File: src/rtl/core/tpbe_pkg.sv
// Shared types and constants for the tile palette bitplane encoder.
package tpbe_pkg;

	localparam int unsigned TILE_SIZE = 8;
	localparam int unsigned IDX_W     = 4;
	localparam int unsigned COLOUR_W  = 6;
	localparam int unsigned PLANES    = 4;

	typedef logic [COLOUR_W-1:0] colour_t;
	typedef logic [IDX_W-1:0]    index_t;

	// Status that each palette cell reports to the top level
	typedef struct packed {
		logic valid;
		logic match;
	} pal_stat_t;

endpackage

File: src/rtl/core/tpbe_pal_cell.sv
// One palette cell: holds one colour entry, compares it, and fills after its left neighbor.
module tpbe_pal_cell
	import tpbe_pkg::*;
(
	input  logic      clk,
	input  logic      arst_n,
	input  colour_t   colour,
	input  logic      add_en,
	input  logic      prev_valid,
	output pal_stat_t stat
);

	logic    valid_q;
	colour_t entry_q;
	logic    load;

	// Take the new colour when the neighbor is filled and this cell is the first free one
	assign load = add_en && prev_valid && !valid_q;

	always_ff @(posedge clk or negedge arst_n) begin
		if (!arst_n) begin
			valid_q <= 1'b0;
		end else if (load) begin
			valid_q <= 1'b1;
		end
	end

	always_ff @(posedge clk) begin
		if (load) begin
			entry_q <= colour;
		end
	end

	assign stat.valid = valid_q;
	assign stat.match = valid_q && (entry_q == colour);

endmodule

File: src/rtl/core/tpbe_plane_cell.sv
// One pixel cell of the line shift chain: holds a 4-bit index and hands it on each beat.
module tpbe_plane_cell
	import tpbe_pkg::*;
(
	input  logic   clk,
	input  logic   en,
	input  index_t din,
	output index_t dout
);

	index_t idx_q;

	// Advance the chain by one pixel per accepted beat
	always_ff @(posedge clk) begin
		if (en) begin
			idx_q <= din;
		end
	end

	assign dout = idx_q;

endmodule

File: src/rtl/core/tile_palette_bitplane_encoder_core.sv
// Top level: 4bpp planar tile encoder with a learned palette built from rows of cells.
// Each accepted input beat leaves its result beat on the output register in the next cycle.
// Throughput: one pixel per cycle unless the output stalls; the palette compare across the
// cell row and the index encode sit in the single stage before the output register.
// Reset clears the tile position counters, tile number, palette valid bits and fill
// count, the sticky overflow flag and the output valid; no clearing pass is needed.
module tile_palette_bitplane_encoder_core
	import tpbe_pkg::*;
#(
	parameter int unsigned PALETTE_DEPTH = 16
) (
	input  logic        clk,
	input  logic        arst_n,
	// s_tdata: red[7:0], green[15:8], blue[23:16], alpha[31:24]
	input  logic [31:0] s_tdata,
	input  logic        s_tvalid,
	output logic        s_tready,
	// m_tdata: colour_index[3:0], added_colour_6bit[9:4], added_colour_12bit[21:10],
	//          line_word[53:22], tile_number[69:54], palette_overflow[70], zero[71]
	output logic [71:0] m_tdata,
	// m_tuser: colour_added[0], line_ready[1]
	output logic [1:0]  m_tuser,
	// m_tlast: tile_done
	output logic        m_tlast,
	output logic        m_tvalid,
	input  logic        m_tready
);

	localparam int unsigned CNT_W = $clog2(PALETTE_DEPTH + 1);
	localparam int unsigned POS_W = $clog2(TILE_SIZE);
	localparam int unsigned CHAIN = TILE_SIZE - 1;

	// Control state
	logic [CNT_W-1:0] count_q;
	logic [POS_W-1:0] col_q;
	logic [POS_W-1:0] row_q;
	logic [15:0]      tile_q;
	logic             ovf_q;
	logic             m_tvalid_q;

	// Output register payload
	logic [71:0]      tdata_s1;
	logic [1:0]       tuser_s1;
	logic             tlast_s1;

	logic             s_accept;
	logic             opaque;
	colour_t          colour;
	pal_stat_t        stat [PALETTE_DEPTH];
	logic [PALETTE_DEPTH-1:0] valid_vec;
	logic [PALETTE_DEPTH-1:0] match_vec;
	logic             found;
	index_t           match_idx;
	logic             full;
	logic             add;
	logic             ovf_next;
	index_t           idx;
	logic             line_end;
	logic             tile_end;
	index_t           chain [CHAIN];
	logic [31:0]      word;
	logic [11:0]      colour12;

	assign s_accept = s_tvalid && s_tready;
	assign s_tready = !m_tvalid_q || m_tready;

	// Cut the pixel to a 6-bit colour
	assign opaque = (s_tdata[31:24] != 8'd0);
	assign colour = {s_tdata[23:22], s_tdata[15:14], s_tdata[7:6]};

	// Palette cell row
	genvar gi;
	generate
		for (gi = 0; gi < PALETTE_DEPTH; gi++) begin : g_pal
			if (gi == 0) begin : g_first
				tpbe_pal_cell u_cell (
					.clk       (clk),
					.arst_n    (arst_n),
					.colour    (colour),
					.add_en    (add && s_accept),
					.prev_valid(1'b1),
					.stat      (stat[gi])
				);
			end else begin : g_rest
				tpbe_pal_cell u_cell (
					.clk       (clk),
					.arst_n    (arst_n),
					.colour    (colour),
					.add_en    (add && s_accept),
					.prev_valid(stat[gi-1].valid),
					.stat      (stat[gi])
				);
			end
			assign valid_vec[gi] = stat[gi].valid;
			assign match_vec[gi] = stat[gi].match;
		end
	endgenerate

	// Encode the matching cell; entries are distinct so at most one matches
	always_comb begin
		match_idx = '0;
		for (int i = 0; i < PALETTE_DEPTH; i++) begin
			if (match_vec[i]) begin
				match_idx = match_idx | IDX_W'(i);
			end
		end
	end

	assign found    = |match_vec;
	assign full     = (count_q == CNT_W'(PALETTE_DEPTH));
	assign add      = opaque && !found && !full;
	assign ovf_next = ovf_q || (opaque && !found && full);

	// Pick the pixel index
	always_comb begin
		idx = '0;
		if (opaque) begin
			if (found) begin
				idx = match_idx;
			end else if (!full) begin
				idx = IDX_W'(count_q);
			end
		end
	end

	assign line_end = (col_q == POS_W'(TILE_SIZE - 1));
	assign tile_end = line_end && (row_q == POS_W'(TILE_SIZE - 1));

	// Line shift chain of pixel cells
	generate
		for (gi = 0; gi < CHAIN; gi++) begin : g_line
			if (gi == 0) begin : g_first
				tpbe_plane_cell u_cell (
					.clk (clk),
					.en  (s_accept),
					.din (idx),
					.dout(chain[gi])
				);
			end else begin : g_rest
				tpbe_plane_cell u_cell (
					.clk (clk),
					.en  (s_accept),
					.din (chain[gi-1]),
					.dout(chain[gi])
				);
			end
		end
	endgenerate

	// Spread the row over the planes; pixel 0 sits in the oldest cell
	always_comb begin
		word = '0;
		if (line_end) begin
			for (int p = 0; p < PLANES; p++) begin
				word[p*8] = idx[p];
				for (int j = 0; j < CHAIN; j++) begin
					word[p*8 + (TILE_SIZE - 1 - j)] = chain[CHAIN - 1 - j][p];
				end
			end
		end
	end

	// Each 2-bit channel times 5 is the channel repeated in a nibble
	assign colour12 = {colour[5:4], colour[5:4], colour[3:2], colour[3:2],
	                   colour[1:0], colour[1:0]};

	// Advance position, tile number, fill count and overflow
	always_ff @(posedge clk or negedge arst_n) begin
		if (!arst_n) begin
			count_q <= '0;
			col_q   <= '0;
			row_q   <= '0;
			tile_q  <= '0;
			ovf_q   <= 1'b0;
		end else if (s_accept) begin
			if (add) begin
				count_q <= count_q + CNT_W'(1);
			end
			ovf_q <= ovf_next;
			if (line_end) begin
				col_q <= '0;
				if (tile_end) begin
					row_q  <= '0;
					tile_q <= tile_q + 16'd1;
				end else begin
					row_q <= row_q + POS_W'(1);
				end
			end else begin
				col_q <= col_q + POS_W'(1);
			end
		end
	end

	// Output register valid
	always_ff @(posedge clk or negedge arst_n) begin
		if (!arst_n) begin
			m_tvalid_q <= 1'b0;
		end else if (s_tready) begin
			m_tvalid_q <= s_tvalid;
		end
	end

	// Load the result beat
	always_ff @(posedge clk) begin
		if (s_accept) begin
			tdata_s1 <= {1'b0, ovf_next, tile_q, word,
			             add ? colour12 : 12'd0,
			             add ? colour : '0,
			             idx};
			tuser_s1 <= {line_end, add};
			tlast_s1 <= tile_end;
		end
	end

	assign m_tvalid = m_tvalid_q;
	assign m_tdata  = tdata_s1;
	assign m_tuser  = tuser_s1;
	assign m_tlast  = tlast_s1;

	// Fill count never passes the palette depth
	a_count_bound: assert property (@(posedge clk) disable iff (!arst_n)
		count_q <= CNT_W'(PALETTE_DEPTH))
		else $error("palette count beyond depth");

	// Valid cells track the fill count
	a_count_valid: assert property (@(posedge clk) disable iff (!arst_n)
		$countones(valid_vec) == int'(count_q))
		else $error("palette valid bits disagree with count");

	// Entries stay distinct
	a_one_match: assert property (@(posedge clk) disable iff (!arst_n)
		$onehot0(match_vec))
		else $error("several palette entries match");

	// Overflow flag is sticky
	a_ovf_sticky: assert property (@(posedge clk) disable iff (!arst_n)
		ovf_q |=> ovf_q)
		else $error("overflow flag cleared");

endmodule
File: config.mk
export PLATFORM = sky130hd
export DESIGN_NAME = tile_palette_bitplane_encoder_core
export DESIGN_NICKNAME = d
export VERILOG_FILES = /design/src/rtl/core/tpbe_pkg.sv /design/src/rtl/core/tpbe_pal_cell.sv /design/src/rtl/core/tpbe_plane_cell.sv /design/src/rtl/core/tile_palette_bitplane_encoder_core.sv
export SDC_FILE = /design/constraint.sdc
export NUM_CORES = 1
export LEC_CHECK = 0
export ABC_AREA = 1
export BUFFER_PORTS_ARGS = -buffer_cell sky130_fd_sc_hd__buf_2
export CAP_MARGIN = 10
export CORE_ASPECT_RATIO = 0.7
export CORE_MARGIN = 4
export CORE_UTILIZATION = 40
export DETAILED_ROUTE_END_ITERATION = 7
export HOLD_SLACK_MARGIN = 0.06
export MAX_ROUTING_LAYER = met4
export PLACE_DENSITY = 0.56
export SLEW_MARGIN = 20
export SYNTH_ARGS = -nofsm -noshare
export SYNTH_HDL_FRONTEND = slang
export SYNTH_SLANG_ARGS = --single-unit
export TNS_END_PERCENT = 5
File: constraint.sdc
create_clock -name clk -period 5.55 [get_ports clk]
set_clock_uncertainty 0.05 [all_clocks]
set_input_delay 0.8325 -clock clk [delete_from_list [all_inputs] [get_ports clk]]
set_output_delay 0.8325 -clock clk [all_outputs]
set_load 0.02 [all_outputs]
== Yosys cells after proc, flatten, opt, wreduce, memory -nomap -nowiden ==
Index checks and enable logic that the tools add are counted.
Word-level totals
  register bits after elaboration: 243
  bits of input ports: 36
  output and inout bits: 77
  logic and storage cells: 172
Cells by class
  add/subtract/negate cells: 4
  eq/ne operators: 19
  multiplexer cells: 20
  reduce and logical (&&, ||, !) cells: 79
Operator list (number)
  equality test 6 bit: 16
  logical AND 1 bit: 53
  2-to-1 mux 4 bit: 11
  zero test 1 bit: 19
  2-to-1 mux 3 bit: 6
  adder 16 x 1 -> 16 bit, second input constant: 1
  OR reduction 16 bit: 1
  nonzero test 8 bit: 1
  adder 3 x 1 -> 3 bit, second input constant: 2
  equality test 3 bit, second input constant: 2
  adder 5 x 1 -> 5 bit, second input constant: 1
  equality test 5 bit, second input constant: 1
  2-to-1 mux 2 bit: 2
  AND reduction 2 bit: 2
  AND reduction 3 bit: 1
  logical OR 1 bit: 2
  2-to-1 mux 1 bit: 1

== Depth between registers and ports, before layout ==
Gate-level depths: netlist (run 1).
  depth in word-level cells: 19
  gate-level depth with buffers: 16
  gate-level depth less buffers: 14

== Cells and area by module ==
From an unflattened synthesis (run 1), not the netlist that was laid out.
Unflattened totals
  cell total of the unflattened synthesis: 1137
  area, all modules: 10681.5 um^2
By module, submodules not included
  tpbe_pal_cell: instances 16, cells each 46, area each 361.6 um^2, seq. area each 205.2 um^2
  tile_palette_bitplane_encoder_core: instances 1, cells each 373, area each 4055.1 um^2, seq. area each 2587.5 um^2
  tpbe_plane_cell: instances 7, cells each 4, area each 120.1 um^2, seq. area each 120.1 um^2

== Least setup slack after synthesis (run 1) ==
Ideal clock, no wire load.
  path type: input to register
  start point: input m_tready
  end point: register g_pal[10].g_rest.u_cell.entry_q[0], enable pin
  library setup time: 353 ps
  arrival time: 4592 ps
  data required time: 5147 ps
  setup slack: 555 ps
  stages on the path: 7
  path buffers: 1
  cell sequence: inv_1 nand2_1 nand2_1 inv_2 buf_1 nand4_2 nor2_1
Between the ends
  cells in the longest elaborated chain, start to end: 5
Ends and longest elaborated chain
  start, declared: RTL line tile_palette_bitplane_encoder_core.sv:26  | input logic m_tready
  logical OR 1 bit: RTL line tile_palette_bitplane_encoder_core.sv:65  | assign s_tready = !m_tvalid_q || m_tready;
  net s_tready: RTL line tile_palette_bitplane_encoder_core.sv:17  | output logic s_tready,
  logical AND 1 bit: RTL line tile_palette_bitplane_encoder_core.sv:64  | assign s_accept = s_tvalid && s_tready;
  net g_line[0].g_first.u_cell.en: RTL line tpbe_plane_cell.sv:6  | input logic en,
  logical AND 1 bit: RTL line tile_palette_bitplane_encoder_core.sv:89  | .add_en (add && s_accept),
  logical AND 1 bit (2 in series): RTL line tpbe_pal_cell.sv:18  | assign load = add_en && prev_valid && !valid_q;
  net g_pal[10].g_rest.u_cell.load: RTL line tpbe_pal_cell.sv:15  | logic load;
  end signal, assigned: RTL line tpbe_pal_cell.sv:30  | entry_q <= colour;
  end, declared: RTL line tpbe_pal_cell.sv:14  | colour_t entry_q;
The timed path passes the listed nets, and every way through them passes these cells.
A chain may end at the register's enable or synchronous reset.

== Final worst setup path (run 1) ==
  start point: input s_tdata[14]
  end point: register g_pal[0].g_first.u_cell.entry_q[0], enable pin
Between the ends
  cells in the longest elaborated chain, start to end: 8
  elaborated cells between the ends (all ways): 38
  classes of those cells: eq/ne: 16; reduce/logical: 22
Ends and longest elaborated chain
  start, declared: RTL line tile_palette_bitplane_encoder_core.sv:15  | input logic [31:0] s_tdata,
  equality test 6 bit: RTL line tpbe_pal_cell.sv:35  | assign stat.match = valid_q && (entry_q == colour);
  logical AND 1 bit: RTL line tpbe_pal_cell.sv:35
  OR reduction 16 bit (*): RTL line tile_palette_bitplane_encoder_core.sv:109  | assign found = |match_vec;
  zero test 1 bit (*): RTL line tile_palette_bitplane_encoder_core.sv:111  | assign add = opaque && !found && !full;
  logical AND 1 bit (*) (2 in series): RTL line tile_palette_bitplane_encoder_core.sv:111
  logical AND 1 bit (*): RTL line tile_palette_bitplane_encoder_core.sv:80  | .add_en (add && s_accept),
  logical AND 1 bit (*): RTL line tpbe_pal_cell.sv:18
  net g_pal[0].g_first.u_cell.load: RTL line tpbe_pal_cell.sv:15
  end signal, assigned: RTL line tpbe_pal_cell.sv:30
  end, declared: RTL line tpbe_pal_cell.sv:14
The timed path passes the listed nets; every way through them passes the cells marked *.

==> results of run 1 <==
cell usage after synthesis, types with 5 or more instances:
library cell | instances | area [um2]
sky130_fd_sc_hd__nand2_1 | 306 | 1150
sky130_fd_sc_hd__edfxtp_1 | 182 | 5470
sky130_fd_sc_hd__inv_1 | 136 | 510
sky130_fd_sc_hd__nor2_1 | 121 | 454
sky130_fd_sc_hd__dfrtp_1 | 45 | 1130
sky130_fd_sc_hd__buf_4 | 24 | 180
sky130_fd_sc_hd__xnor2_1 | 19 | 166
sky130_fd_sc_hd__nand3_1 | 18 | 90.1
sky130_fd_sc_hd__nand4_2 | 15 | 188
sky130_fd_sc_hd__a21oi_1 | 11 | 55.1
sky130_fd_sc_hd__o21ai_0 | 11 | 55.1
sky130_fd_sc_hd__nand4_1 | 8 | 50.1
sky130_fd_sc_hd__o21ai_1 | 8 | 40.0
sky130_fd_sc_hd__xor2_1 | 8 | 70.1
sky130_fd_sc_hd__ha_1 | 7 | 87.6
sky130_fd_sc_hd__inv_2 | 6 | 22.5
sky130_fd_sc_hd__nor3_1 | 5 | 25.0
cell families (layout without fill, tap and decap cells):
| group | count (synthesis) | count (layout) | synth area share, % |
|---|---|---|---|
| mux | 1 | 1 | 0.113 |
| simple gates | 485 | 485 | 20.7 |
| xor+xnor | 27 | 27 | 2.37 |
| compound gates | 33 | 33 | 1.73 |
| buf+inv | 182 | 283 | 8.23 |
| flops | 227 | 227 | 66.0 |
| fa+ha+maj | 7 | 7 | 0.877 |
| other cells | 1 | 1 | 0.0375 |
flip-flops by register name, indices dropped and copies added, names as in the netlist:
register,count
m_tdata,56
m_tuser,2
m_tvalid,1
g_line.g_rest.u_cell.dout,24
g_pal.g_first.u_cell.valid_q,1
g_line.g_first.u_cell.dout,3
ovf_q,1
m_tlast,1
row_q,3
col_q,3
count_q,5
tile_q,16
g_pal.g_rest.u_cell.entry_q,90
g_pal.g_rest.u_cell.valid_q,15
g_pal.g_first.u_cell.entry_q,6
worst paths after layout:
check | endpoint | startpoint | slack (ns) | cells past startpoint
max in group asynchronous | tile_q[11] | arst_n | 4.62 | 2
min reg2reg | g_line[3].g_rest.u_cell.dout[3] | g_line[2].g_rest.u_cell.dout[3] | 0.39 | 0
min in group clk | g_line[3].g_rest.u_cell.dout[3] | g_line[2].g_rest.u_cell.dout[3] | 0.39 | 0
min | count_q[4] | arst_n | 0.39 | 2
max reg2reg | g_pal[0].g_first.u_cell.entry_q[0] | g_pal[15].g_rest.u_cell.entry_q[3] | 2.68 | 13
max | g_pal[0].g_first.u_cell.entry_q[0] | s_tdata[14] | 1.79 | 13
cell type report:
type	count	area, um2
fill	2281	13200
sequential	227	6590
multi-input combinational	554	2580
clock buffer	28	604
inverter	143	542
timing repair buffer	100	518
tap	325	407
clock inverter	12	156
critical path, stage by stage:
cell                      delay, ns
sky130_fd_sc_hd__buf_2         0.53
sky130_fd_sc_hd__inv_2         0.42
sky130_fd_sc_hd__nand2_1       0.15
sky130_fd_sc_hd__nand2_1       0.06
sky130_fd_sc_hd__nand3_1       0.07
sky130_fd_sc_hd__nor2_1        0.10
sky130_fd_sc_hd__nor2_2        0.16
sky130_fd_sc_hd__nand2_2       0.09
sky130_fd_sc_hd__nor2_4        0.16
sky130_fd_sc_hd__nand2_4       0.10
sky130_fd_sc_hd__nor2_8        0.39
sky130_fd_sc_hd__nand3_2       0.26
sky130_fd_sc_hd__nor2_1        0.48
routing by layer:
metal / routed length, um / global-route usage, %
met5: 0 / -
met4: 269 / 2.59
met3: 1070 / 2.38
met2: 8110 / 21.2
met1: 10600 / 24.2
through the flow:
step | total power (W) | std cells | hold WS (ns) | setup WS (ns) | instance area, um2
final | 0.00399 | 1389 | 0.390 | 1.79 | 11400
after global routing | 0.00418 | 1389 | 0.404 | 1.51 | 11400
after CTS | 0.00404 | 1389 | 0.396 | 1.76 | 11400
after detailed placement | 0.00246 | 1349 | 0.384 | 1.24 | 10600
after global placement | 0.00244 | 1349 | 0.380 | 1.26 | 10600
after floorplan | 0.00233 | 963 | 0.377 | 0.555 | 9990
report_power, final:
part	switching [W]	leakage [nW]	internal, W	total [W]
clock network	0.000623	0.376	0.000956	0.00158
registers	0.0000492	2.22	0.00195	0.00199
logic	0.000291	2.66	0.000128	0.000419
==> flow_results.org, run 1 <==
** Floorplanning
- Core area :: 24600 um2
- For this configuration, the core starts out at a cell density of 40.6%.
- Boundary Pins :: roughly 110
- Count of standard-cell rows :: 48
- Total die area :: approximately 28000 um2
- Die X :: slightly below 200 um
- The die is about 140 um tall.

** Timing
- The final critical path takes up 67.7% of the cycle.
- Finish-stage setup viols :: 0
- For the pin with the worst max-slew slack, the measured transition is approximately 0.79 ns.
- Final slew viol count :: 0
- Headroom to the max-slew limit came out at 47.5%.
- Summed negative setup slack over all endpoints :: 0 ns
- Based on the critical path, the design can be clocked at up to roughly 270 MHz.
- Shortest clock period the worst path allows after layout :: ~3.8 ns
- Setup repair after global routing left no endpoint under its margin.
- The hold violation total from the final report is 0.

** Drt
- Drt wl/cell :: 14.4 um
- Once detail routing completed, the nets flagged for antenna violations numbered 0.
- Initial DRC Count :: 440
- Count of TritonRoute iterations in the first routing pass :: 5
- Summing over every cut layer, the via total after detailed routing is 6252.
- In the routed layout, each cell is associated on average with a via count of between 4 and 5.
- After detailed routing, the number of remaining DRC violations is 0.
- Total detailed-routing wirelength :: around 20 mm

** Pwr
- VDD IR max :: 0.000189 V
- Leakage power total :: 5.25 nW
- For this design the ratio of total power to cell area is around 350 nW/um2.

** Clock network
- Post_cts resized :: 0
- CTS clock-pin slew for the worst setup and hold paths :: about 0.06 ns
- Clock buffer count from CTS :: 23
- Number of clock sinks :: about 230
- Cell at the root of the clock tree :: sky130_fd_sc_hd__clkbuf_16
- The longest clock path from root to sink contains 3 buffers.
- The clock reaches the later pin of the worst-skew pair after 0.50 ns.
- Post-cts hold buffer count :: 0
- Post-CTS timing repair inserted 0 buffers for setup.
- Depth of the CTS H-tree :: 1
- TritonCTS built the clock tree.

** Setup path
- Worst setup EP type :: flip-flop
- STA classifies the critical path startpoint as a primary input.
- For the worst setup path, the data arrival time is between 3 and 4 ns.
- Data on the critical path is required at its endpoint by around 5.6 ns.
- Type of the worst setup path :: primary input to flip-flop
- Maximum fanout count along the critical path :: 31

** Worst hold path
- In this run the worst hold path is classified as primary input to async pin.

** Cells and area
- Cells with a size suffix above 1 make up roughly 16% of the layout.
- Leaving out fill and tap cells, the most frequent cells in the layout are 306 x sky130_fd_sc_hd__nand2_1, 182 x sky130_fd_sc_hd__edfxtp_1, 136 x sky130_fd_sc_hd__inv_1.
- Fin nets :: 1092
- Leading cell type in the layout, fill and taps excluded :: sky130_fd_sc_hd__nand2_1
- Area overhead of the layout relative to synthesis :: 14.1%
- N_diodes :: 0
- Finished Core Util :: roughly 46%

** Global routing
- Overall fraction of global-route tracks in use :: around 15%
- Aggregate global routing overflow :: 0
- Pin count of the biggest net entering global routing :: 58
- The via count of the first global-routing pass is approximately 5900.
- The initial antenna violation count is 0.
- The first global-routing pass estimated 32.8 mm of wire.

** Run
- Max-cap violations in this run came to 0.

** Place
- Input and output buffers added on the ports amount to 93.
- RePlAce Congestion :: approximately 0.8
- Detailed placement finished with a half-perimeter wire length of 12.4 mm.

** Synth
- In this run, synthesis produced a sequential element count of 227.
- Share of async-settable or async-resettable flops after synthesis :: between 10% and 20%
- For this run, the number of Yosys warnings is 0.
- Proportion of synthesized chip area in sequential cells :: around 66%
- Synthesis handed over a netlist of 963 instances.
- Count of distinct cell types in the synthesized netlist :: 35
- Count of flip-flops with a built-in enable after synthesis :: ~180
- Summing every instance area after synthesis gives between 9000 and 10000 um2.
- Dominant register cell in the synthesized netlist :: sky130_fd_sc_hd__edfxtp_1
- The number of nets handed over by synthesis was about 1000.
- A synthesized cell averages 10.4 um2.

** Status
- The flow ran to the end, and the final reports show no timing, DRC or antenna violations.
Note: power is estimated with default switching activity, not from simulation.
==> run 2, diff against run 1 <==
==> constraint.sdc (replaced) <==
create_clock -name clk -period 3.6 [get_ports clk]
set_clock_uncertainty 0.05 [all_clocks]
set_input_delay 0.54 -clock clk [delete_from_list [all_inputs] [get_ports clk]]
set_output_delay 0.54 -clock clk [all_outputs]
set_load 0.02 [all_outputs]
==> flow_results.org, run 2 (synthesized netlist as in run 1, its figures left out) <==
** Status
- Run status :: complete, no violations

** Timing
- The hold violation total from the final report was 0.
- Shortest clock period the worst path allows after layout :: 2.59 ns
- Setup violations remaining at the end of the flow were counted as 0.
- Setup total negative slack on the finished layout was measured at 0 ns.
- Transition at the pin with the smallest max-transition slack :: ~0.84 ns
- Maximum achievable frequency :: between 300 and 400 MHz
- Final slew viol count :: 0
- The worst pin sits at a relative slew slack of roughly 44%.
- Final Cycle Share :: a little under three quarters
- RSZ-0062 raised after global routing :: false

** Setup path
- Worst setup EP type :: flip-flop
- For this run, the slowest stage of the critical path takes between 0.2 and 0.3 ns.
- CP Data Arrival Time :: about 2.8 ns
- The setup path with the least slack is of type primary input to flip-flop.
- Maximum fanout count along the critical path :: 16
- Walking the worst path, the cells encountered are buf_2 > inv_2 > o21ai_1 > nor2_1 > nand2_1 > nor2_1 > nor2_1 > nand2_1 > nor2_4 > nand2_4 > nor2_8 > buf_4 > nand4_2 > nor2_1 > buf_4.
- Cell with the largest stage delay on the worst path :: sky130_fd_sc_hd__buf_2
- The most numerous cell type found on the critical path is sky130_fd_sc_hd__nor2_1.
- Required time at the endpoint of the critical path :: ~3.8 ns
- Critical Path Start Type :: primary input

** Clock network
- Counting along the longest clock path gives a buffer depth of 3.
- TritonCTS clock tree :: yes
- Number of clock sinks :: ~230
- CTS clock-pin slew for the worst setup and hold paths :: ~0.060 ns
- In this run the clock root is driven by a sky130_fd_sc_hd__clkbuf_16.
- Depth of the CTS H-tree :: 1
- Worst skew pair latency :: just over 0.5 ns
- The number of clock buffers added by TritonCTS is 23.

** Global routing
- The first global-routing pass estimated about 32 mm of wire.
- The via count of the first global-routing pass came to just under 6000.
- Pin count of the biggest net entering global routing :: 70
- The initial antenna violation count was 0.
- Global routing consumed, over all layers together, 15.1% of the routing resources.
- For this run the aggregate overflow at the end of global routing stands at 0.

** Floorplanning
- Effective utilization at floorplan :: around two fifths
- Die X :: 197 um
- In this run the vertical extent of the chip is 140 um.
- Count of standard-cell rows :: 48
- The core region is 24600 um2.
- Total die area :: approximately 28000 um2
- Boundary Pins :: between 100 and 150

** Drt
- Initial DRC Count :: between 300 and 400
- In this run the top signal layer used is met4.
- Met2 wire len :: slightly above 8 mm
- Drt wl/cell :: 14.3 um
- The first detailed-routing pass took 5 iterations.
- For this block, wires on met1 add up to between 10 and 15 mm.
- The routed design uses around 1.2 mm of met3 wire.
- The final layout contains routed wiring with a total length of a little over 20 mm.
- Avg Vias per Cell :: between 4 and 5
- After detailed routing, the number of remaining DRC violations is 0.
- Detailed routing inserted a total of approximately 6400 vias.
- The count of nets left with antenna violations once routing finished came out at 0.

** Place
- The congestion estimate from routability-driven global placement came to between 0.7 and 0.8.
- Placed cells :: approximately 1400
- Once detailed placement completed, the half-perimeter wirelength came to 13.4 mm.
- Port buffering added 93 buffers.

** Pwr
- For this design the static power due to leakage is about 5.5 nW.
- VDD IR max :: about 0.00034 V
- Pwr/cell area :: about 540 nW/um2

** Worst hold path
- In this run the worst hold path is classified as primary input to flip-flop.

** Cells and area
- Most frequent cells in the layout :: 306 x sky130_fd_sc_hd__nand2_1, 182 x sky130_fd_sc_hd__edfxtp_1, 136 x sky130_fd_sc_hd__inv_1
- The post-route netlist has between 10% and 20% of its cells at a drive strength greater than 1.
- The library cell used most frequently in the layout, excluding fill and tap cells, is sky130_fd_sc_hd__nand2_1.
- Relative to the synthesized area, the layout overhead comes to 17.4%.
- Excluding fillers, the count of instances in the completed layout stands at 1424.
- The repair_antennas step left the layout with diodes totalling 0.
- In the final design database the tool counted roughly 1100 nets.
- The register with the most flip-flops in the final layout is g_pal.g_rest.u_cell.entry_q.
- The register with the most flip-flops in the layout has 90 of them.

** Run
- The tool flagged a number of max-cap violations equal to 0.
-- run 2: changes by cell type in the layout (fill, tap and decap cells not counted), sizes merged --
cell,change
clkinvlp,+1
bufinv,+1
buf,+32
inv,+2
dlygate4sd3,+1
clkbuf,+2
clkinv,-4
-- run 2: power by group --
group	leakage [nW]	switching [W]	total (W)	internal, W
combinational	2.83	0.000453	0.000666	0.000214
sequential	2.22	0.0000738	0.00307	0.00300
clock	0.404	0.000992	0.00261	0.00162
total	5.45	0.00152	0.00635	0.00483
-- run 2: layout make-up --
class | count | area, um2
multi-input combinational | 554 | 2580
timing repair buffer | 133 | 781
fill | 2279 | 12900
clock buffer | 30 | 642
sequential | 227 | 6590
tap | 325 | 407
inverter | 143 | 542
clock inverter | 12 | 191
-- run 2: per-stage QoR --
stage	power [W]	area [um2]	worst slack, ns	util (%)	hold WS, ns
after CTS	0.00642	11700	1.02	47.6	0.241
after detailed placement	0.00380	10900	0.492	44.2	0.383
after global routing	0.00662	11700	0.791	47.6	0.298
after floorplan	0.00359	10000	0.197	-	0.194
final	0.00635	11700	1.01	47.6	0.259
after global placement	0.00379	10900	0.479	44.2	0.380
-- run 2: timing repair --
action / in CTS / in global routing
endpoints found under the hold margin: 16 / 0
hold buffers: 1 / 0
endpoints found under the setup margin: 0 / 0
resized for setup: 0 / 0
setup buffers: 0 / 0
-- run 2: layer usage --
metal  up-vias  global-route usage [%]
met5         -                       -
met4         0                    2.84
met1      2977                    24.4
met2       156                    19.9
li1       3283                       -
met3        24                    2.55
-- run 2: critical path, delay by kind of cell --
kind                   cells  cell delay, ns
buffers and inverters      4            0.88
AND/OR/NAND/NOR           10            1.12
AO/OA/AOI/OAI              1            0.19
-- run 2: worst paths after layout --
check | slack [ns] | from | endpoint | depth (start not counted)
max | 1.01 | s_tdata[15] | g_pal[5].g_rest.u_cell.entry_q[0] | 15
min | 0.26 | m_tready | m_tvalid | 4
max reg2reg | 1.16 | m_tvalid | tile_q[15] | 10
min reg2reg | 0.40 | g_line[3].g_rest.u_cell.dout[0] | g_line[4].g_rest.u_cell.dout[0] | 0
max in group asynchronous | 2.26 | arst_n | tile_q[0] | 3
min in group asynchronous | 0.49 | arst_n | count_q[3] | 2
